<file path="src/rtl/cfga_pkg.sv">
`timescale 1ns / 1ps
// ----------------------------------------------------------------------------
// cfga_pkg
// Types and constants shared by the cell facet gradient accumulator.
// ----------------------------------------------------------------------------
package cfga_pkg;

   localparam int SUM_W           = 52;
   localparam int DIV_W           = 31;
   localparam int FRACTION_BITS_D = 16;
   localparam int QUEUE_DEPTH_D   = 2;

   typedef struct packed {
      logic signed [31:0] normal_x;
      logic signed [31:0] normal_y;
      logic signed [31:0] normal_z;
      logic signed [31:0] face_value;
      logic signed [31:0] cell_volume;
      logic               last_facet;
   } req_data_type;

   typedef struct packed {
      logic signed [31:0] grad_x;
      logic signed [31:0] grad_y;
      logic signed [31:0] grad_z;
      logic               saturated;
   } rsp_data_type;

   typedef struct packed {
      logic [SUM_W-1:0] sum_x;
      logic [SUM_W-1:0] sum_y;
      logic [SUM_W-1:0] sum_z;
      logic [DIV_W-1:0] divisor;
   } element_type;

   typedef enum logic [2:0] {
      B_IDLE,
      B_SETUP,
      B_DIVIDE,
      B_STORE,
      B_OUT
   } back_state_type;

endpackage

</file>
<file path="src/rtl/cfga_queue.sv">
`timescale 1ns / 1ps
// ----------------------------------------------------------------------------
// cfga_queue
// Short queue of finished element sums between the front and back parts.
// ----------------------------------------------------------------------------
module cfga_queue import cfga_pkg::*; #(
   parameter int QUEUE_DEPTH = QUEUE_DEPTH_D
) (
   input  logic         clock,
   input  logic         reset,
   input  logic         push,
   input  element_type  wr_entry,
   output logic         full,
   input  logic         pop,
   output logic         empty,
   output element_type  rd_entry
);

   localparam int PW = (QUEUE_DEPTH > 1) ? $clog2(QUEUE_DEPTH) : 1;
   localparam int CW = $clog2(QUEUE_DEPTH + 1);

   element_type       mem [QUEUE_DEPTH];
   logic [PW-1:0]     wr_ptr_ff, rd_ptr_ff;
   logic [CW-1:0]     count_ff;

   assign full     = (count_ff == CW'(QUEUE_DEPTH));
   assign empty    = (count_ff == '0);
   assign rd_entry = mem[rd_ptr_ff];

   always_ff @(posedge clock) begin
      if (push) begin
         mem[wr_ptr_ff] <= wr_entry;
      end
   end

   always_ff @(posedge clock) begin
      if (reset) begin
         wr_ptr_ff <= '0;
         rd_ptr_ff <= '0;
         count_ff  <= '0;
      end else begin
         if (push) begin
            wr_ptr_ff <= (wr_ptr_ff == PW'(QUEUE_DEPTH - 1)) ? '0 : wr_ptr_ff + 1'b1;
         end
         if (pop) begin
            rd_ptr_ff <= (rd_ptr_ff == PW'(QUEUE_DEPTH - 1)) ? '0 : rd_ptr_ff + 1'b1;
         end
         count_ff <= count_ff + CW'(push) - CW'(pop);
      end
   end

endmodule

</file>
<file path="config.mk">
export PLATFORM = sky130hd
export DESIGN_NAME = cfga_queue
export DESIGN_NICKNAME = d
export VERILOG_FILES = /design/src/rtl/cfga_pkg.sv /design/src/rtl/cfga_queue.sv
export SDC_FILE = /design/constraint.sdc
export NUM_CORES = 1
export LEC_CHECK = 0
export ABC_AREA = 1
export BUFFER_PORTS_ARGS = -buffer_cell sky130_fd_sc_hd__clkbuf_2
export CAP_MARGIN = 20
export CORE_UTILIZATION = 49
export CTS_BUF_LIST = sky130_fd_sc_hd__clkbuf_2
export DETAILED_ROUTE_END_ITERATION = 10
export PLACE_DENSITY = 0.78
export REMOVE_ABC_BUFFERS = 1
export SLEW_MARGIN = 20
export SYNTH_ARGS = -nofsm -noshare
export SYNTH_HDL_FRONTEND = slang
export SYNTH_SLANG_ARGS = --single-unit
</file>
<file path="constraint.sdc">
create_clock -name clock -period 9.62 [get_ports clock]
set_input_delay 1.443 -clock clock [delete_from_list [all_inputs] [get_ports clock]]
set_output_delay 1.443 -clock clock [all_outputs]
set_load 0.005 [all_outputs]
</file>
; ---- Word level (Yosys, flattened, before mapping)
; Memory sizes are Yosys's and may differ from the RTL's. A register that Yosys moved wholly into a read port is not among the register bits.
; Index checks and enable logic that the tools add are counted.
[op_classes]
mul = 0
muxes = 6
reduce_logical = 1
shift = 0
add_sub_neg = 4
div_mod_pow = 0
bitwise = 0
n_lt_le_gt_ge = 0
eq_ne = 1
[op_table]
columns = op, count
row1 = $mux W1, 6
row2 = $add A1 B1 Y1 const B, 2
row3 = $add A2 B1 Y2, 1
row4 = $eq A2 B2 Y1 const B, 1
row5 = $logic_not A2 Y1, 1
row6 = $sub A2 B1 Y2, 1
[totals]
latchBits = 0
ram_bits = 374
memories = 1
output_inout_bits = 189
input_bits = 191
reg_bits = 4
rom_bits = 0
[mem_list]
columns = name, depth, width, read_ports, rd_ports_with_merged_regs, write_ports, line
row1 = mem, 2, 187, 1, 1, 1, cfga_queue.sv:22  ; element_type mem [QUEUE_DEPTH];

; ---- Longest topological paths before layout
[depth]
ltp_word = 4
mapped_depth = 9
ltp_nobuf = 9

; ---- Least setup slack after synthesis
; OpenSTA, ideal clock, no wires.
[synth_path]
kind = input port to flip-flop
from = input port push
to = memory mem[0][0] in the netlist's numbering (enable)
setup_slack_ps = -420
stages = 2
t_required_ps = 8878
arrival_ps = 9298
cell_sequence = inv_1 nor2_1
[synth_via]
elab_chain_len = 2
[synth_lines]
columns = item, line
row1 = start: declaration, cfga_queue.sv:11  ; input logic push,
row2 = $mux W1, cfga_queue.sv:31  ; if (push) begin
row3 = $mux W1 (implied by the code), cfga_queue.sv:32  ; mem[wr_ptr_ff] <= wr_entry;
row4 = end: declaration, cfga_queue.sv:22
; No other way between the ends.

==> flow_summary_export.csv <==
group,metric,value,unit
outcome,run_status,"finished clean",
synth,synth_cell_types,14,
power,clkPwrFrac,0.296,
clock_tree,cts_buffers,91,
clock_tree,cts_buffer_depth,3,
final_layout,final_nets,1264,
worst_setup_path,rr_endpoint,"mem[1][109]",
clock_tree,cts_tree,"built",
sta,fmax,197,MHz
grt,grt_max_degree,112,
synth,yosysWarningCount,0,
grt,grt_usage,0.184,
synth,avgSynthCellArea,23.3,um^2
worst_setup_path,reg2reg_depth,3,
power,p_leak,7.04,nW
clock_tree,clock-sinks,379,
routing,routed_wirelength,27.7,mm
power,swShare,0.240,
synth,syn-instance-count,613,
power,p_switching,0.790,mW
floorplan,die_h,173,um
sta,finClkSkew,51.7,ps
clock_tree,cts_hold_buf,0,
sta,hold_ws,540,ps
grt,grt_pass1_vias,7908,
synth,ys_seq_elements,379,
floorplan,core,28600,um^2
routing,drc_errors,0,
clock_tree,h-tree-depth,3,
floorplan,io_pins,380,
sta,min_period_over_period,0.527,
power,p_per_area,190,nW/um^2
final_layout,final_common_cell,"clkbuf_2",
worst_setup_path,crit_arrival,3630,ps
floorplan,fp.dieW,173,um
worst_setup_path,crit_type,"reg2out",
worst_setup_path,critPathLaunchType,"flip-flop",
place,dp_hpwl,18.8,mm
clock_tree,cts-resized-gates,0,
clock_tree,post-cts-setup-buffers,0,
routing,first_pass_iters,4,
sta,slew_headroom,0.270,
worst_setup_path,rrSetupSlack,7000,ps
sta,grt_setup_unrepaired,"no",
worst_setup_path,cp-end-kind,"output pin",
final_layout,final_cell_mix,"clkbuf_2, edfxtp_1, mux2_4, mux2_2, clkinv_1",
clock_tree,clk_root_buffer_cell,"clkbuf_2",
synth,ys_seq_area_frac,0.795,
sta,min_period,5070,ps
routing,vias_per_cell,4.85,
place,place_congestion,0.808,
clock_tree,clkTransAtPathRegs,110,ps
worst_setup_path,crit_required,8180,ps
routing,vias,7374,
floorplan,start_util,0.498,
job,maxCapViolations,0,
hold_path,hold_path_class,"reg2reg",
clock_tree,clk_latency,850,ps
final_layout,area_delta_synth_final,21.5,%
grt,grt_pass1_wl,41.8,mm
sta,finalHoldViolations,0,
grt,antenna_found_initial,2,
grt,grt-ovfl-total,0,
hold_path,hold_depth,2,
sta,drv_slew,0,
worst_setup_path,critPathMaxFanout,53,
sta,worstMarginPinSlew,1090,ps
worst_setup_path,r2r-start,"wr_ptr_ff",
hold_path,hp-start,"rd_ptr_ff",
floorplan,row_count,62,
power,ir_worst_vdd,110,uV
sta,finalSetupViolations,0,
routing,ant_nets,0,
floorplan,die_area,29800,um^2
routing,wl_per_cell,18.2,um
final_layout,drive_above_1_share,0.628,
power,p_comb_frac,0.113,
place,port_buffers,379,
power,p_int,2.50,mW
synth,synth_area,14300,um^2
routing,dr.first_iter.drc_count,373,
final_layout,final_util,0.605,
power,pwr-share-seq,0.591,
## synthesized netlist by cell type
master | n | share of area
nand2_1 | 4 | 0.0011
edfxtp_1 | 374 | 0.79
buf_6 | 16 | 0.013
xnor2_1 | 1 | 0.00061
nor2_1 | 8 | 0.0021
nand3_1 | 1 | 0.00035
nor3_1 | 1 | 0.00035
mux2_2 | 57 | 0.045
dfxtp_1 | 5 | 0.0070
buf_2 | 5 | 0.0018
a21oi_1 | 1 | 0.00035
ha_1 | 2 | 0.0018
mux2_4 | 130 | 0.14
inv_1 | 8 | 0.0021
## flip-flops by register name (all words and copies together) (netlist names), named ones only
register / flops
mem: 374
count_ff: 2
rd_ptr_ff: 1
wr_ptr_ff: 1
## kinds of logic (layout without fill, tap and decap cells)
| kind of cell | Yosys count | count (layout) | synth area share |
|---|---|---|---|
| flops | 379 | 379 | 0.795 |
| mux | 187 | 187 | 0.182 |
| buf+inv | 29 | 549 | 0.0165 |
| simple gates | 14 | 14 | 0.00386 |
| fa+ha+maj | 2 | 2 | 0.00176 |
| compound gates | 1 | 1 | 0.000351 |
| xor+xnor | 1 | 1 | 0.000615 |
| other cells | 0 | 2 | 0 |
## cell type report
class | count | area (um^2)
clock buffers | 128 | 641
clock inverters | 27 | 154
inverters | 8 | 37.5
fillers | 2155 | 11300
flip-flops and latches | 379 | 11300
multi-input cells | 205 | 2700
well taps | 384 | 480
diodes | 2 | 5.00
repair buffers | 386 | 1970
## power by group through the flow
stage               registers (mW)  clock network [mW]  logic, mW
floorplan                     2.01                   0      0.239
global placement              1.98                   0      0.367
detailed placement            1.99                   0      0.377
CTS                           1.95                1.03      0.379
global route                  1.95                1.10      0.400
finish                        1.95               0.976      0.372
## worst max-delay path, stage by stage (launching register included)
cell and delay [ps]:
dfxtp_4 940, buf_4 520, buf_4 710, mux2_2 410
clkbuf_2 110
## layer usage
layer  vias to the layer above  share of wire  GRT usage
met1                      3569           0.36      0.199
li1                       3415              -          -
met4                         0          0.028     0.0874
met2                       339           0.52      0.314
met5                         -              0          0
met3                        51          0.093     0.0730
## how the worst max path moves through the flow
stage	endpoint	slack, ps
floorplan	mem[0][0]	-420
global placement	rd_entry[2]	5420
detailed placement	rd_entry[11]	5370
CTS	rd_entry[177]	4380
global route	rd_entry[11]	4240
finish	rd_entry[177]	4550
## stage by stage
step	cells	TNS (ps)	power, mW	cell area [um^2]	setup WS (ps)
after CTS	1517	0	3.35	17300	4380
after global placement	1361	0	2.35	16500	5420
after detailed placement	1362	0	2.36	16500	5370
after floorplan	592	-78610	2.25	14000	-420
final	1519	0	3.29	17300	4550
after global routing	1519	0	3.46	17300	4240
(Power assumes the default switching activity.)
