[src/rtl/cfga_pkg.sv]
`timescale 1ns / 1ps
// ----------------------------------------------------------------------------
// cfga_pkg
// Types and constants shared by the cell facet gradient accumulator.
// ----------------------------------------------------------------------------
package cfga_pkg;

   localparam int SUM_W           = 52;
   localparam int DIV_W           = 31;
   localparam int FRACTION_BITS_D = 16;
   localparam int QUEUE_DEPTH_D   = 2;

   typedef struct packed {
      logic signed [31:0] normal_x;
      logic signed [31:0] normal_y;
      logic signed [31:0] normal_z;
      logic signed [31:0] face_value;
      logic signed [31:0] cell_volume;
      logic               last_facet;
   } req_data_type;

   typedef struct packed {
      logic signed [31:0] grad_x;
      logic signed [31:0] grad_y;
      logic signed [31:0] grad_z;
      logic               saturated;
   } rsp_data_type;

   typedef struct packed {
      logic [SUM_W-1:0] sum_x;
      logic [SUM_W-1:0] sum_y;
      logic [SUM_W-1:0] sum_z;
      logic [DIV_W-1:0] divisor;
   } element_type;

   typedef enum logic [2:0] {
      B_IDLE,
      B_SETUP,
      B_DIVIDE,
      B_STORE,
      B_OUT
   } back_state_type;

endpackage

[src/rtl/cfga_back.sv]
`timescale 1ns / 1ps
// ----------------------------------------------------------------------------
// cfga_back
// Divides the three sums by the volume one bit per cycle and saturates.
// ----------------------------------------------------------------------------
module cfga_back import cfga_pkg::*; #(
   parameter int FRACTION_BITS = FRACTION_BITS_D
) (
   input  logic         clock,
   input  logic         reset,
   input  logic         q_empty,
   input  element_type  q_entry,
   output logic         q_pop,
   output logic         rsp_valid,
   input  logic         rsp_stall,
   output rsp_data_type rsp_data
);

   localparam int DW = SUM_W + FRACTION_BITS;
   localparam int SW = $clog2(DW + 1);

   back_state_type     state_ff, state_in;
   element_type        elem_ff;
   logic [1:0]         axis_ff;
   logic [SW-1:0]      step_ff;
   logic [DW-1:0]      dvd_ff;
   logic [DIV_W-1:0]   rem_ff;
   logic               neg_ff;
   logic [31:0]        grad_ff [3];
   logic               sat_ff;
   logic               rsp_valid_ff;
   rsp_data_type       rsp_data_ff;

   logic               do_load, do_setup, do_step, do_store, do_emit;
   logic [SUM_W-1:0]   sel_sum, mag;
   logic [DIV_W:0]     rem2;
   logic               ge;
   logic [DW-1:0]      limit;
   logic               over;
   logic [31:0]        res32, signed_res;
   logic               out_free;

   assign out_free = !rsp_valid_ff || !rsp_stall;

   always_comb begin
      state_in = state_ff;
      unique case (state_ff)
         B_IDLE:   if (!q_empty) state_in = B_SETUP;
         B_SETUP:  state_in = B_DIVIDE;
         B_DIVIDE: if (step_ff == SW'(DW - 1)) state_in = B_STORE;
         B_STORE:  state_in = (axis_ff == 2'd2) ? B_OUT : B_SETUP;
         B_OUT:    if (out_free) state_in = B_IDLE;
         default:  state_in = B_IDLE;
      endcase
   end

   always_comb begin
      do_load  = 1'b0;
      do_setup = 1'b0;
      do_step  = 1'b0;
      do_store = 1'b0;
      do_emit  = 1'b0;
      unique case (state_ff)
         B_IDLE:   do_load  = !q_empty;
         B_SETUP:  do_setup = 1'b1;
         B_DIVIDE: do_step  = 1'b1;
         B_STORE:  do_store = 1'b1;
         B_OUT:    do_emit  = out_free;
         default:  ;
      endcase
   end

   assign q_pop = do_load;

   always_comb begin
      unique case (axis_ff)
         2'd0:    sel_sum = elem_ff.sum_x;
         2'd1:    sel_sum = elem_ff.sum_y;
         default: sel_sum = elem_ff.sum_z;
      endcase
      mag  = sel_sum[SUM_W-1] ? (~sel_sum + 1'b1) : sel_sum;
      rem2 = {rem_ff, dvd_ff[DW-1]};
      ge   = (rem2 >= {1'b0, elem_ff.divisor});
      limit = neg_ff ? DW'(33'h080000000) : DW'(33'h07FFFFFFF);
      over  = (dvd_ff > limit);
      res32 = over ? limit[31:0] : dvd_ff[31:0];
      signed_res = neg_ff ? (~res32 + 1'b1) : res32;
   end

   always_ff @(posedge clock) begin
      if (reset) begin
         state_ff     <= B_IDLE;
         rsp_valid_ff <= 1'b0;
      end else begin
         state_ff <= state_in;
         if (do_emit) begin
            rsp_valid_ff <= 1'b1;
         end else if (!rsp_stall) begin
            rsp_valid_ff <= 1'b0;
         end
      end
   end

   always_ff @(posedge clock) begin
      if (do_load) begin
         elem_ff <= q_entry;
         axis_ff <= 2'd0;
         sat_ff  <= 1'b0;
      end
      if (do_setup) begin
         neg_ff  <= sel_sum[SUM_W-1];
         dvd_ff  <= {mag, FRACTION_BITS'(0)};
         rem_ff  <= '0;
         step_ff <= '0;
      end
      if (do_step) begin
         rem_ff  <= ge ? DIV_W'(rem2 - {1'b0, elem_ff.divisor}) : rem2[DIV_W-1:0];
         dvd_ff  <= {dvd_ff[DW-2:0], ge};
         step_ff <= step_ff + 1'b1;
      end
      if (do_store) begin
         grad_ff[axis_ff] <= signed_res;
         sat_ff           <= sat_ff | over;
         axis_ff          <= axis_ff + 1'b1;
      end
      if (do_emit) begin
         rsp_data_ff.grad_x    <= grad_ff[0];
         rsp_data_ff.grad_y    <= grad_ff[1];
         rsp_data_ff.grad_z    <= grad_ff[2];
         rsp_data_ff.saturated <= sat_ff;
      end
   end

   assign rsp_valid = rsp_valid_ff;
   assign rsp_data  = rsp_data_ff;

endmodule

[config.mk]
export PLATFORM = sky130hd
export DESIGN_NAME = cfga_back
export DESIGN_NICKNAME = d
export VERILOG_FILES = /design/src/rtl/cfga_pkg.sv /design/src/rtl/cfga_back.sv
export SDC_FILE = /design/constraint.sdc
export NUM_CORES = 1
export LEC_CHECK = 0
export ABC_AREA = 1
export BUFFER_PORTS_ARGS = -buffer_cell sky130_fd_sc_hd__clkbuf_2
export CAP_MARGIN = 20
export CORE_ASPECT_RATIO = 0.7
export CORE_MARGIN = 2
export CORE_UTILIZATION = 55
export CTS_CLUSTER_DIAMETER = 50
export CTS_CLUSTER_SIZE = 28
export DETAILED_ROUTE_END_ITERATION = 6
export GPL_TIMING_DRIVEN = 0
export PLACE_DENSITY = 0.84
export SETUP_SLACK_MARGIN = 0.3
export SYNTH_ARGS = -nofsm -noshare
export SYNTH_HDL_FRONTEND = slang
export SYNTH_SLANG_ARGS = --single-unit
[constraint.sdc]
create_clock -name clock -period 31.2 [get_ports clock]
set_input_delay 7.8 -clock clock [delete_from_list [all_inputs] [get_ports clock]]
set_output_delay 7.8 -clock clock [all_outputs]
set_load 0.005 [all_outputs]
== After elaboration in Yosys (flattened, before gate mapping) ==
Memories as Yosys holds them, arrays and structs flattened. A register that Yosys moved wholly into a read port is not among the register bits.
Cells that the tools add are included.

* $add $sub $neg: 5
* $lt $le $gt $ge: 2
* Reduce and logical (&&, ||, !) cells: 9
* Multiplexer cells: 30
* Bitwise gates (word level): 3
* Eq/ne operators: 11

{| class="wikitable"
|+ Operator list
! cell !! count
|-
| 68-bit 2-to-1 mux || 2
|-
| 52-bit one-hot mux with 2 select lines || 1
|-
| 32-bit 2-to-1 mux || 3
|-
| 31-bit 2-to-1 mux || 3
|-
| 68-bit by 32-bit greater-than comparator with 1-bit output || 1
|-
| 52-bit by 1-bit adder with 52-bit output, second input constant || 1
|-
| 52-bit 2-to-1 mux || 1
|-
| 52-bit inverter || 1
|-
| 32-bit by 1-bit adder with 32-bit output, second input constant || 1
|-
| 32-bit by 31-bit greater-or-equal comparator with 1-bit output || 1
|-
| 32-bit inverter || 1
|-
| 31-bit subtractor || 1
|-
| 3-bit one-hot mux with 5 select lines || 1
|-
| 7-bit 2-to-1 mux || 2
|-
| 3-bit 2-to-1 mux || 4
|-
| 1-bit 2-to-1 mux || 11
|-
| 7-bit by 1-bit adder with 7-bit output, second input constant || 1
|-
| 7-bit equality test, second input constant || 1
|-
| 3-bit by 2-bit equality test with 1-bit output, second input constant || 2
|-
| 2-bit inequality test, second input constant || 3
|-
| 2-bit 2-to-1 mux || 2
|-
| 2-bit nonzero test || 2
|-
| 3-bit by 1-bit equality test with 1-bit output, second input constant || 1
|-
| 3-bit equality test, second input constant || 1
|-
| other kinds (10) || 12
|}

* Bits in writable memories: 96
* Memories kept: 1
* Logic and storage cells: 74
* Flip-flop bits (word level): 302

{| class="wikitable"
|+ Memories
! name !! depth !! bits a word !! read ports !! clocked after Yosys merged registers in !! write ports !! RTL line !! source
|-
| grad_ff || 3 || 32 || 3 || 3 || 1 || cfga_back.sv:29 || <nowiki>logic [31:0] grad_ff [3];</nowiki>
|}

== Longest topological paths before layout ==
Gate-level depths: netlist (run 1).

* Depth after elaboration: 7
* Mapped depth: 26
* Mapped depth without buffers: 25

== Worst setup path after synthesis (run 1) ==
OpenSTA, ideal clock, no wires.

* Path type: input -> output
* From: input port q_empty
* To: output port q_pop
* Data required time: 23.400 ns
* Stages: 1
* Data arrival time: 15.555 ns
* Setup slack: 7.845 ns
* Cells stage by stage: nor2_1

* Word-level cells in the longest chain between the ends: 2

{| class="wikitable"
|+ Ends and longest elaborated chain
! element !! RTL line !! source
|-
| start, declared || cfga_back.sv:11 || <nowiki>input logic q_empty,</nowiki>
|-
| 1-bit zero test || cfga_back.sv:64 || <nowiki>B_IDLE: do_load = !q_empty;</nowiki>
|-
| 1-bit 2-to-1 mux || cfga_back.sv:63 || <nowiki>unique case (state_ff)</nowiki>
|-
| end, declared || cfga_back.sv:13 || <nowiki>output logic q_pop,</nowiki>
|}

Every way passes these cells.

== Worst setup path in the final report (run 1) ==
Ends and elaborated chain as after synthesis.

==> results by group, run 1 <==
Synthesis
  • Post-synthesis sequential area ratio: 0.6410
  • Gate count of the mapped netlist: 2068
  • Post-Syn Area: around 23000 µm²
  • Synthesis warning total: 0
  • Main combinational cell family by area after synthesis: simple AND/OR/NAND/NOR gates
  • Post-synth net total: 2329
  • Synth unique cells: 54
  • Mux cell area share after synthesis: 0
  • Fraction of registers with async set/reset: 0
  • Simple-gate share of the synthesized area: 0.1584
  • Syn Area/Cell: 11.16 µm²
  • Yosys reg bits: a little under 500
  • Number of synthesized flops with an enable pin: 490
  • Post-synthesis xor/xnor area fraction: 0.02353
  • Synth Area in Compound Gates: 0.08825
  • Post-synth top flop: edfxtp_1
  • Synth Area in Adders: 0.03827

Finish
  • Fillers: 3094
  • Layout cells sized above 1: 0.2078
  • Area growth from synthesis to layout: 16.39%
  • Most frequent cells in the layout: edfxtp_1 (490), nand2_1 (401), clkbuf_2 (289)
  • Antenna diodes: 0
  • Final Net Count: 2670
  • Most common cell after layout, fill and taps aside: edfxtp_1

Clocking
  • Clock Pin Slew Worst Setup and Hold Paths: about 0.090 ns
  • Clock H-tree levels: 2
  • Worst-Skew Late Latency: between 0.5 and 0.6 ns
  • CTS Sinks: 494
  • Post-CTS setup buffers: 0
  • CTS tree: done
  • CTS Hold Bufs: 0
  • Root Driver: clkbuf_16
  • Num CTS Buffers: 35
  • Resized cells post-CTS: 0
  • Max Root-Sink Buffers: 3

Timing
  • Final Max Slew Viols: 0
  • Fin Setup TNS: 0 ns
  • Endpoints failing hold: 0
  • Slew @ Worst Pin: 0.8535 ns
  • F_max: 59.68 MHz
  • Fin crit period: roughly 17 ns
  • Final setup violation count: 0
  • Relative slew slack: 0.4310
  • Worst hold slack: approximately 0.41 ns
  • Period utilization: 0.5370
  • RSZ-0062 raised after global routing: false
  • Worst Skew: 0.03613 ns

Setup path
  • Critical path data arrival time: 8.96 ns
  • Setup crit start kind: input pin
  • Crit path capture type: output port
  • Slowest cell on the critical path: buf_12
  • Worst Path Required: 23.40 ns
  • Critical path's top delay family: buffers and inverters
  • R2R Setup Slk: 26.22 ns
  • Reg2Reg Launch Point: neg_ff
  • Buf/Inv on CP: 5
  • Crit path kind: input pin to output port
  • R2R depth: 20
  • Cells along the critical path: clkbuf_2 > nor2_4 > buf_12 > buf_12 > buf_12 > clkbuf_2
  • Crit Reg-Reg Endpoint: grad_ff[0][10]
  • CP startpoint: q_empty
  • CP peak stage delay: approximately 0.24 ns
  • Crit path max fanout: 33
  • Most used cell along the critical path: buf_12

Drt
  • DRC: 0
  • Number of DRC markers in iteration 0: 1534
  • Routed wire length: 55970 µm
  • Drt via density: 5.540
  • DRT Pass-1 Iters: 6
  • WL/cell: about 19 µm
  • Antenna-violating nets left: 0
  • Vias: 16500

Power and ir drop
  • P per Cell Area: a little over 70 nW/µm²
  • Lkg Pwr: 10.90 nW
  • Max IR drop VDD: around 0.000051 V

Global route
  • First-pass GRT wire length: roughly 87000 µm
  • Total congestion overflow: 0
  • Antenna violations before repair: 1
  • Overall routing resource usage: 0.2553
  • Vias in the first global route: 16210
  • Largest net degree at the start of global routing: 40

Floorplan
  • Die area: 43650 µm²
  • Initial Utilization: 0.5603
  • Die Y-Extent: ~180 µm
  • Placeable Area: 41190 µm²
  • Die Width: 248.8 µm
  • # IOs: 290
  • Std cell rows: 62

Worst hold path
  • HP Class: flip-flop to flip-flop
  • Hold-critical path depth: 0
  • Worst hold endpoint: rsp_data[20]
  • Hold_sp: grad_ff[2][19]

Run status
  • Status: finished, final reports clean

Run
  • Max-cap viol count: 0

Place
  • Detailed Place HPWL: 41990 µm
  • GPL Wtd Cong: ~0.96
  • PortBufs: ~290
[metal layers]
metal | up-vias | part of all wire | global-route usage
met4 | 2 | 0.019 | 0.06061
met3 | 79 | 0.084 | 0.05616
met1 | 7859 | 0.46 | 0.3748
met5 | - | 0.00020 | 0
met2 | 687 | 0.44 | 0.3911
li1 | 7877 | - | -
[state kept, by name, indices dropped and copies added (netlist names)]
| signal | cells |
|---|---|
| rsp_valid | 1 |
| state_ff | 3 |
| sat_ff | 1 |
| axis_ff | 2 |
| neg_ff | 1 |
| dvd_ff | 68 |
| elem_ff | 187 |
| grad_ff | 96 |
| rsp_data | 97 |
| step_ff | 7 |
| rem_ff | 31 |
[worst register-to-register path, delay by kind of cell, from the launching register on]
family / cells / cell delay [ns]
adder cells (fa/ha/maj): 2 / 0.58
flip-flops: 1 / 0.64
AND/OR/NAND/NOR: 12 / 1.81
AO/OA/AOI/OAI: 2 / 0.50
buffers and inverters: 4 / 1.22
[Yosys cell counts, drive strengths merged, types with 2 or more instances]
cell type / number / area share
nand4: 23 / 0.0065
clkbuf: 22 / 0.0036
a31oi: 18 / 0.0049
nor4: 3 / 0.00081
o21a: 5 / 0.0016
o221ai: 2 / 0.00076
buf: 37 / 0.012
a22o: 44 / 0.017
nor2: 235 / 0.041
or2: 5 / 0.0014
and3: 2 / 0.00054
and2: 3 / 0.00081
nand3b: 10 / 0.0033
ha: 69 / 0.037
nor3: 26 / 0.0067
nand3: 98 / 0.024
xor2: 46 / 0.017
xnor2: 16 / 0.0061
a21o: 2 / 0.00065
o211ai: 4 / 0.0013
o31ai: 2 / 0.00065
a21oi: 142 / 0.034
inv: 212 / 0.034
o22ai: 3 / 0.00081
edfxtp: 490 / 0.64
a211oi: 3 / 0.00098
nor3b: 2 / 0.00065
dfxtp: 4 / 0.0035
a221oi: 2 / 0.00076
nand2: 426 / 0.073
o21ai: 108 / 0.024
[worst max path at each step]
stage	slack, ns	cells past startpoint	to
3_5_place_dp	14.44	6	q_pop
2_1_floorplan	7.84	1	q_pop
4_1_cts	14.44	6	q_pop
5_1_grt	14.37	6	q_pop
3_3_place_gp	3.76	3	q_pop
6_report	14.44	6	q_pop
[stage by stage]
step           power [W]  utilization  cell area [µm²]  worst slack [ns]  cells
5_1_grt         0.001986       0.6521            26860             14.37   2979
6_report        0.001891       0.6521            26860             14.44   2979
3_3_place_gp    0.001377       0.6120            25210             3.759   2901
2_1_floorplan   0.001237            -            23080             7.845   2068
3_5_place_dp    0.001377       0.6199            25530             14.44   2915
4_1_cts         0.001891       0.6515            26840             14.44   2978
[cell type report]
type,count,area (µm²),area share
plain buffers,59,367.9,0.01369
clock buffers,39,943.4,0.03512
clock inverters,24,359.1,0.01337
inverters,213,799.5,0.02976
multi-input cells,1302,7166,0.2667
flip-flops and latches,494,14790,0.5507
well taps,544,680.7,0.02534
repair buffers,304,1753,0.06525
[power breakdown]
part | total, W | leakage (nW) | internal, W | switching, W
combinational | 0.000496 | 5.67 | 0.000166 | 0.000331
sequential | 0.000878 | 4.60 | 0.000838 | 0.0000409
clock | 0.000516 | 0.633 | 0.000261 | 0.000255
[kinds of logic (layout without fill, tap and decap cells)]
kind of cell | Yosys count | in the layout
and+or+nand+nor | 833 | 833
DFF | 494 | 494
AOI/OAI and AO/OA | 337 | 337
buffers and inverters | 272 | 639
adders and majority gates | 70 | 70
xor gates and xnor gates | 62 | 62
(Power assumes the default switching activity.)
==> run 2: changes to the inputs <==
--- a/config.mk
+++ b/config.mk
@@ -5,7 +5,7 @@
 export SDC_FILE = /design/constraint.sdc
 export NUM_CORES = 1
 export LEC_CHECK = 0
-export ABC_AREA = 1
+export ABC_AREA = 0
 export BUFFER_PORTS_ARGS = -buffer_cell sky130_fd_sc_hd__clkbuf_2
 export CAP_MARGIN = 20
 export CORE_ASPECT_RATIO = 0.7
@@ -15,7 +15,7 @@
 export CTS_CLUSTER_SIZE = 28
 export DETAILED_ROUTE_END_ITERATION = 6
 export GPL_TIMING_DRIVEN = 0
-export PLACE_DENSITY = 0.84
+export PLACE_DENSITY = 0.85
 export SETUP_SLACK_MARGIN = 0.3
 export SYNTH_ARGS = -nofsm -noshare
 export SYNTH_HDL_FRONTEND = slang
==> constraint.sdc (replaced) <==
create_clock -name clock -period 17.25 [get_ports clock]
set_input_delay 4.3125 -clock clock [delete_from_list [all_inputs] [get_ports clock]]
set_output_delay 4.3125 -clock clock [all_outputs]
set_load 0.005 [all_outputs]
==> results by group, run 2 <==
Synthesis
  • Number of synthesized flops with an enable pin: between 400 and 500
  • Post-synth top flop: edfxtp_1
  • Commonest cells post-synth: edfxtp_1 (490), nand2_1 (163), a21oi_1 (114)
  • Post-Syn Area: 21840 µm²
  • Syn Area/Cell: ~13 µm²
  • Synthesis warning total: 0
  • Cell taking the most area after synthesis: edfxtp_1
  • Most frequent cell after synthesis: edfxtp_1
  • Synth top area cells: edfxtp_1 (67%), ha_1 (4.0%), nand2_1 (2.8%)
  • Yosys top cell area share: 0.6736
  • Fraction of registers with async set/reset: 0
  • Gate count of the mapped netlist: 1644
  • Post-synth net total: 1905
  • Post-synthesis sequential area ratio: 0.6772
  • Yosys reg bits: 494
  • Synth unique cells: 75

Global route
  • Overall routing resource usage: 0.2470
  • Vias in the first global route: 14560
  • GRT Max-Usage Layer: met2
  • Met3 global-route usage: 0.04737
  • First-pass GRT wire length: 79760 µm
  • Met2 usage in global routing: 0.3879
  • M1 GR Usage: 0.3548
  • Total congestion overflow: 0
  • Largest net degree at the start of global routing: 34
  • Antenna violations before repair: 0

Setup path
  • Crit path capture type: output port
  • R2R Setup Slk: around 10 ns
  • Critical path data arrival time: 6.09 ns
  • Crit path kind: input pin to output port
  • Crit path max fanout: 17
  • Worst setup endpoint: q_pop
  • CP startpoint: q_empty
  • Worst Path Required: 12.94 ns
  • Setup crit start kind: input pin
  • Reg2Reg Launch Point: neg_ff
  • R2R depth: 18
  • Crit Reg-Reg Endpoint: grad_ff[0][18]

Timing
  • RSZ-0062 raised after global routing: false
  • Relative slew slack: 0.2718
  • Worst Skew: 0.03850 ns
  • Endpoints failing hold: 0
  • F_max: between 90 and 100 MHz
  • Final setup violation count: 0
  • Slew @ Worst Pin: between 1 and 1.5 ns
  • Period utilization: 0.6032
  • Fin crit period: about 10 ns
  • PnR worst setup slack: 6.845 ns
  • Final Max Slew Viols: 0

Drt
  • Vias: 15050
  • Antenna-violating nets left: 0
  • WL/cell: 20.15 µm
  • Number of DRC markers in iteration 0: ~1400
  • Drt via density: 5.892
  • DRC: 0
  • Routed wire length: 51450 µm
  • DRT Pass-1 Iters: 7

Clocking
  • CTS Sinks: 494
  • Root Driver: clkbuf_16
  • Resized cells post-CTS: 0
  • Num CTS Buffers: 36
  • CTS tree: done
  • Worst-Skew Late Latency: around 0.57 ns
  • Post-CTS setup buffers: 0
  • Max Root-Sink Buffers: 3
  • Clock H-tree levels: 2
  • Clock Pin Slew Worst Setup and Hold Paths: 0.09 ns
  • CTS Hold Bufs: 0

Power and ir drop
  • Psw: 0.001016 W
  • Seq pwr share: 0.494
  • Lkg Pwr: just under 10 nW
  • Comb power frac: 0.230
  • P per Cell Area: 125.9 nW/µm²
  • Internal power: 0.002204 W
  • Switching share of total power: 0.3156
  • Clock power frac: 0.276
  • Max IR drop VDD: 0.0001004 V

Worst hold path
  • HP Class: flip-flop to flip-flop

Floorplan
  • Die Width: 242.2 µm
  • Initial Utilization: 0.5536
  • Std cell rows: 61
  • Die Y-Extent: 170.7 µm
  • # IOs: 290
  • Placeable Area: 39460 µm²
  • Die area: between 40000 and 50000 µm²

Finish
  • Area growth from synthesis to layout: 17.14%
  • Final Net Count: between 2000 and 2500
  • Layout cells sized above 1: 0.2021
  • Final core utilization: 0.6485
  • Most frequent cells in the layout: edfxtp_1 (490), clkbuf_2 (289), nand2_1 (163)
  • Fillers: 2834
  • Most common cell after layout, fill and taps aside: edfxtp_1
  • Layout Cell Area excl Fill: 25590 µm²
  • Largest reg by FF count: elem_ff
  • Number of flip-flops in the largest register: 187
  • Antenna diodes: 0

Place
  • PortBufs: a little under 300
  • Placed Area: approximately 24000 µm²
  • Detailed Place HPWL: 37780 µm
  • GPL Wtd Cong: 0.9260
  • Place WS: between 6 and 7 ns

Run status
  • Status: finished, final reports clean

Run
  • Max-cap viol count: 0
==> run 2: cell types whose count changed after synthesis, moves of 21 or more <==
cell | before | now
nand2_1 | 401 | 163
nand2_2 | 21 | 0
and3_1 | 2 | 29
a21o_1 | 2 | 37
clkbuf_1 | 22 | 49
nand3_1 | 88 | 34
xnor2_1 | 16 | 43
inv_1 | 198 | 58
nor2_1 | 214 | 90
==> run 2: power groups by stage <==
stage               Clock, W  Combinational (W)  Sequential [W]
floorplan                  0           0.000503         0.00161
detailed placement         0           0.000724         0.00161
finish              0.000890           0.000739         0.00159
global route        0.000947           0.000813         0.00160
CTS                 0.000905           0.000729         0.00159
global placement           0           0.000671         0.00165
==> run 2: cell type report <==
class                      instances  area (µm²)  share of cell area
tap                              535       669.4             0.02616
timing repair buffer             309        1759             0.06875
clock inverter                    25       332.8             0.01301
sequential                       494       14790              0.5782
clock buffer                      41       940.9             0.03677
multi-input combinational       1026        6603              0.2580
inverter                          59       221.5            0.008655
buffer                            65       267.8             0.01046
==> run 2: worst min path at each step <==
stage	start	depth (start not counted)	endpoint
after floorplan	grad_ff[2][9]	0	rsp_data[10]
after global placement	grad_ff[2][6]	0	rsp_data[7]
after detailed placement	grad_ff[2][29]	0	rsp_data[30]
after CTS	grad_ff[1][27]	0	rsp_data[60]
after global routing	grad_ff[1][27]	0	rsp_data[60]
final	grad_ff[1][27]	0	rsp_data[60]
==> run 2: cells by family after synthesis <==
kind of cell / Yosys count / synth area share
fa+ha+maj: 70 / 0.04044
buf+inv: 124 / 0.02240
mux: 6 / 0.002807
compound gates: 416 / 0.1253
flops: 494 / 0.6772
xor+xnor: 70 / 0.02807
simple gates: 464 / 0.1038
==> run 2: stage by stage <==
| stage | power [W] | std cells | hold WS (ns) | setup TNS (ns) |
|---|---|---|---|---|
| 3_3_place_gp | 0.002321 | 2468 | 0.4010 | -0.2413 |
| 6_report | 0.003220 | 2554 | 0.4166 | 0 |
| 4_1_cts | 0.003223 | 2554 | 0.4246 | 0 |
| 2_1_floorplan | 0.002108 | 1644 | 0.4003 | 0 |
| 5_1_grt | 0.003362 | 2554 | 0.4229 | 0 |
| 3_5_place_dp | 0.002337 | 2488 | 0.4045 | 0 |
==> run 2: metal layers <==
metal | vias to the layer above | share of wire
met5 | - | 0
met4 | 0 | 0.025
met3 | 76 | 0.089
met2 | 798 | 0.45
met1 | 7198 | 0.44
li1 | 6977 | -
==> run 2: worst max-delay path, cell delays in order <==
cell and delay, ns:
clkbuf_2 0.11, nor4_4 0.45, buf_8 0.25, buf_8 0.19
buf_6 0.21, buf_6 0.22, buf_8 0.19, clkbuf_2 0.13
==> run 3: changes to the inputs <==
--- a/config.mk
+++ b/config.mk
@@ -5,7 +5,7 @@
 export SDC_FILE = /design/constraint.sdc
 export NUM_CORES = 1
 export LEC_CHECK = 0
-export ABC_AREA = 0
+export ABC_AREA = 1
 export BUFFER_PORTS_ARGS = -buffer_cell sky130_fd_sc_hd__clkbuf_2
 export CAP_MARGIN = 20
 export CORE_ASPECT_RATIO = 0.7
@@ -15,7 +15,7 @@
 export CTS_CLUSTER_SIZE = 28
 export DETAILED_ROUTE_END_ITERATION = 6
 export GPL_TIMING_DRIVEN = 0
-export PLACE_DENSITY = 0.85
+export PLACE_DENSITY = 0.84
 export SETUP_SLACK_MARGIN = 0.3
 export SYNTH_ARGS = -nofsm -noshare
 export SYNTH_HDL_FRONTEND = slang
==> constraint.sdc (replaced) <==
create_clock -name clock -period 10.6 [get_ports clock]
set_input_delay 2.65 -clock clock [delete_from_list [all_inputs] [get_ports clock]]
set_output_delay 2.65 -clock clock [all_outputs]
set_load 0.005 [all_outputs]
==> results by group, run 3 (same netlist as run 1, synthesis figures left out) <==
Drt
  • DRT Pass-1 Iters: 6
  • Vias: 16560
  • Drt via density: 5.554
  • Routed wire length: approximately 56000 µm
  • Number of DRC markers in iteration 0: 1558
  • Antenna-violating nets left: 0
  • DRC: 0
  • WL/cell: 18.80 µm

Place
  • PortBufs: 289
  • Detailed Place HPWL: 42100 µm
  • GPL Wtd Cong: roughly 0.95
  • Place WS: between 4 and 5 ns
  • Dpl cells: 2916

Global route
  • Largest net degree at the start of global routing: 40
  • Vias in the first global route: ~16000
  • Overall routing resource usage: 0.2548
  • Antenna violations before repair: 2
  • First-pass GRT wire length: 87120 µm
  • Total congestion overflow: 0

Power and ir drop
  • Internal power: 0.003667 W
  • Total power: 0.005535 W
  • Switching share of total power: 0.3374
  • Comb power frac: 0.264
  • P per Cell Area: around 210 nW/µm²
  • Clock power frac: 0.269
  • Seq pwr share: 0.467
  • Max IR drop VDD: 0.0001587 V
  • Psw: 0.001868 W
  • Lkg Pwr: 10.91 nW

Clocking
  • Resized cells post-CTS: 0
  • Post-CTS setup buffers: 0
  • Worst-Skew Late Latency: slightly below 0.6 ns
  • Max Root-Sink Buffers: 3
  • Clock Pin Slew Worst Setup and Hold Paths: about 0.09 ns
  • Root Driver: clkbuf_16
  • Num CTS Buffers: 35
  • Clock H-tree levels: 2
  • CTS Sinks: 494
  • CTS tree: done
  • CTS Hold Bufs: 0

Finish
  • Most frequent cells in the layout: edfxtp_1 (490), nand2_1 (401), clkbuf_2 (289)
  • Area growth from synthesis to layout: 16.54%
  • Most common cell after layout, fill and taps aside: edfxtp_1
  • Largest reg by FF count: elem_ff
  • Final core utilization: 0.6530
  • Number of flip-flops in the largest register: between 150 and 200
  • Layout cells sized above 1: 0.2089
  • Fin cells: 2981
  • Final Net Count: 2671

Timing
  • Slew @ Worst Pin: between 0.8 and 0.9 ns
  • PnR worst setup slack: 4.142 ns
  • Relative slew slack: 0.4157
  • Fin crit period: 6.458 ns
  • Endpoints failing hold: 0
  • Worst Skew: ~0.044 ns
  • Final setup violation count: 0
  • RSZ-0062 raised after global routing: false
  • Period utilization: 0.6093
  • F_max: ~150 MHz
  • Final Max Slew Viols: 0

Setup path
  • CP peak stage delay: 0.56 ns
  • Worst Path Required: 7.95 ns
  • Slowest cell on the critical path: nor2_4
  • Crit path max fanout: 35
  • Crit path capture type: output port
  • Crit path kind: input pin to output port
  • Buf/Inv on CP: 3
  • Critical path data arrival time: 3.81 ns
  • Setup crit start kind: input pin
  • Critical path's top delay family: buffers and inverters
  • Cells along the critical path: clkbuf_2 > nor2_4 > buf_12 > clkbuf_2
  • Most used cell along the critical path: clkbuf_2

Run
  • Max-cap viol count: 0

Floorplan
  • # IOs: 290
  • Die area: 43650 µm²
  • Placeable Area: a little over 40000 µm²
  • Initial Utilization: 0.5603
  • Die Y-Extent: between 150 and 200 µm
  • Die Width: approximately 250 µm
  • Std cell rows: 62

Worst hold path
  • HP Class: flip-flop to flip-flop

Run status
  • Status: finished, final reports clean
==> run 3: worst paths after layout <==
path / start / cells after the start / slack, ns / end
worst min register to register: grad_ff[1][19] / 0 / 0.40 / rsp_data[52]
worst min-delay path: grad_ff[1][19] / 0 / 0.40 / rsp_data[52]
worst max register to register: neg_ff / 20 / 5.58 / grad_ff[1][10]
worst max-delay path: q_empty / 4 / 4.14 / q_pop
==> run 3: power groups by stage <==
stage | Clock, W | Sequential (W) | Combinational [W]
detailed placement | 0 | 0.00263 | 0.00142
floorplan | 0 | 0.00264 | 0.000991
CTS | 0.00151 | 0.00259 | 0.00143
global placement | 0 | 0.00270 | 0.00133
finish | 0.00149 | 0.00259 | 0.00146
global route | 0.00159 | 0.00261 | 0.00162
==> run 3: per-stage QoR <==
stage          instance area [µm²]  setup TNS, ns  hold slack (ns)
6_report                     26900              0           0.3987
3_3_place_gp                 25210        -157.91           0.4005
5_1_grt                      26900              0           0.4109
3_5_place_dp                 25580              0           0.4045
2_1_floorplan                23080              0           0.4003
4_1_cts                      26870              0           0.4027
==> run 3: routing by layer <==
metal | up-vias | track usage | wire, µm
li1 | 7875 | - | -
met1 | 7872 | 0.3740 | 25100
met2 | 719 | 0.3981 | 25280
met3 | 87 | 0.04564 | 4549
met4 | 2 | 0.06136 | 1089
met5 | - | 0 | 13
==> run 3: final cells by class <==
cell class | count | area, µm²
timing repair buffer | 305 | 1795
clock inverter | 26 | 387.9
clock buffer | 37 | 904.6
fill | 3175 | 14290
tap | 544 | 680.7
buffer | 59 | 367.9
sequential | 494 | 14790
inverter | 213 | 799.5
multi-input combinational | 1302 | 7166
antenna | 1 | 2.502
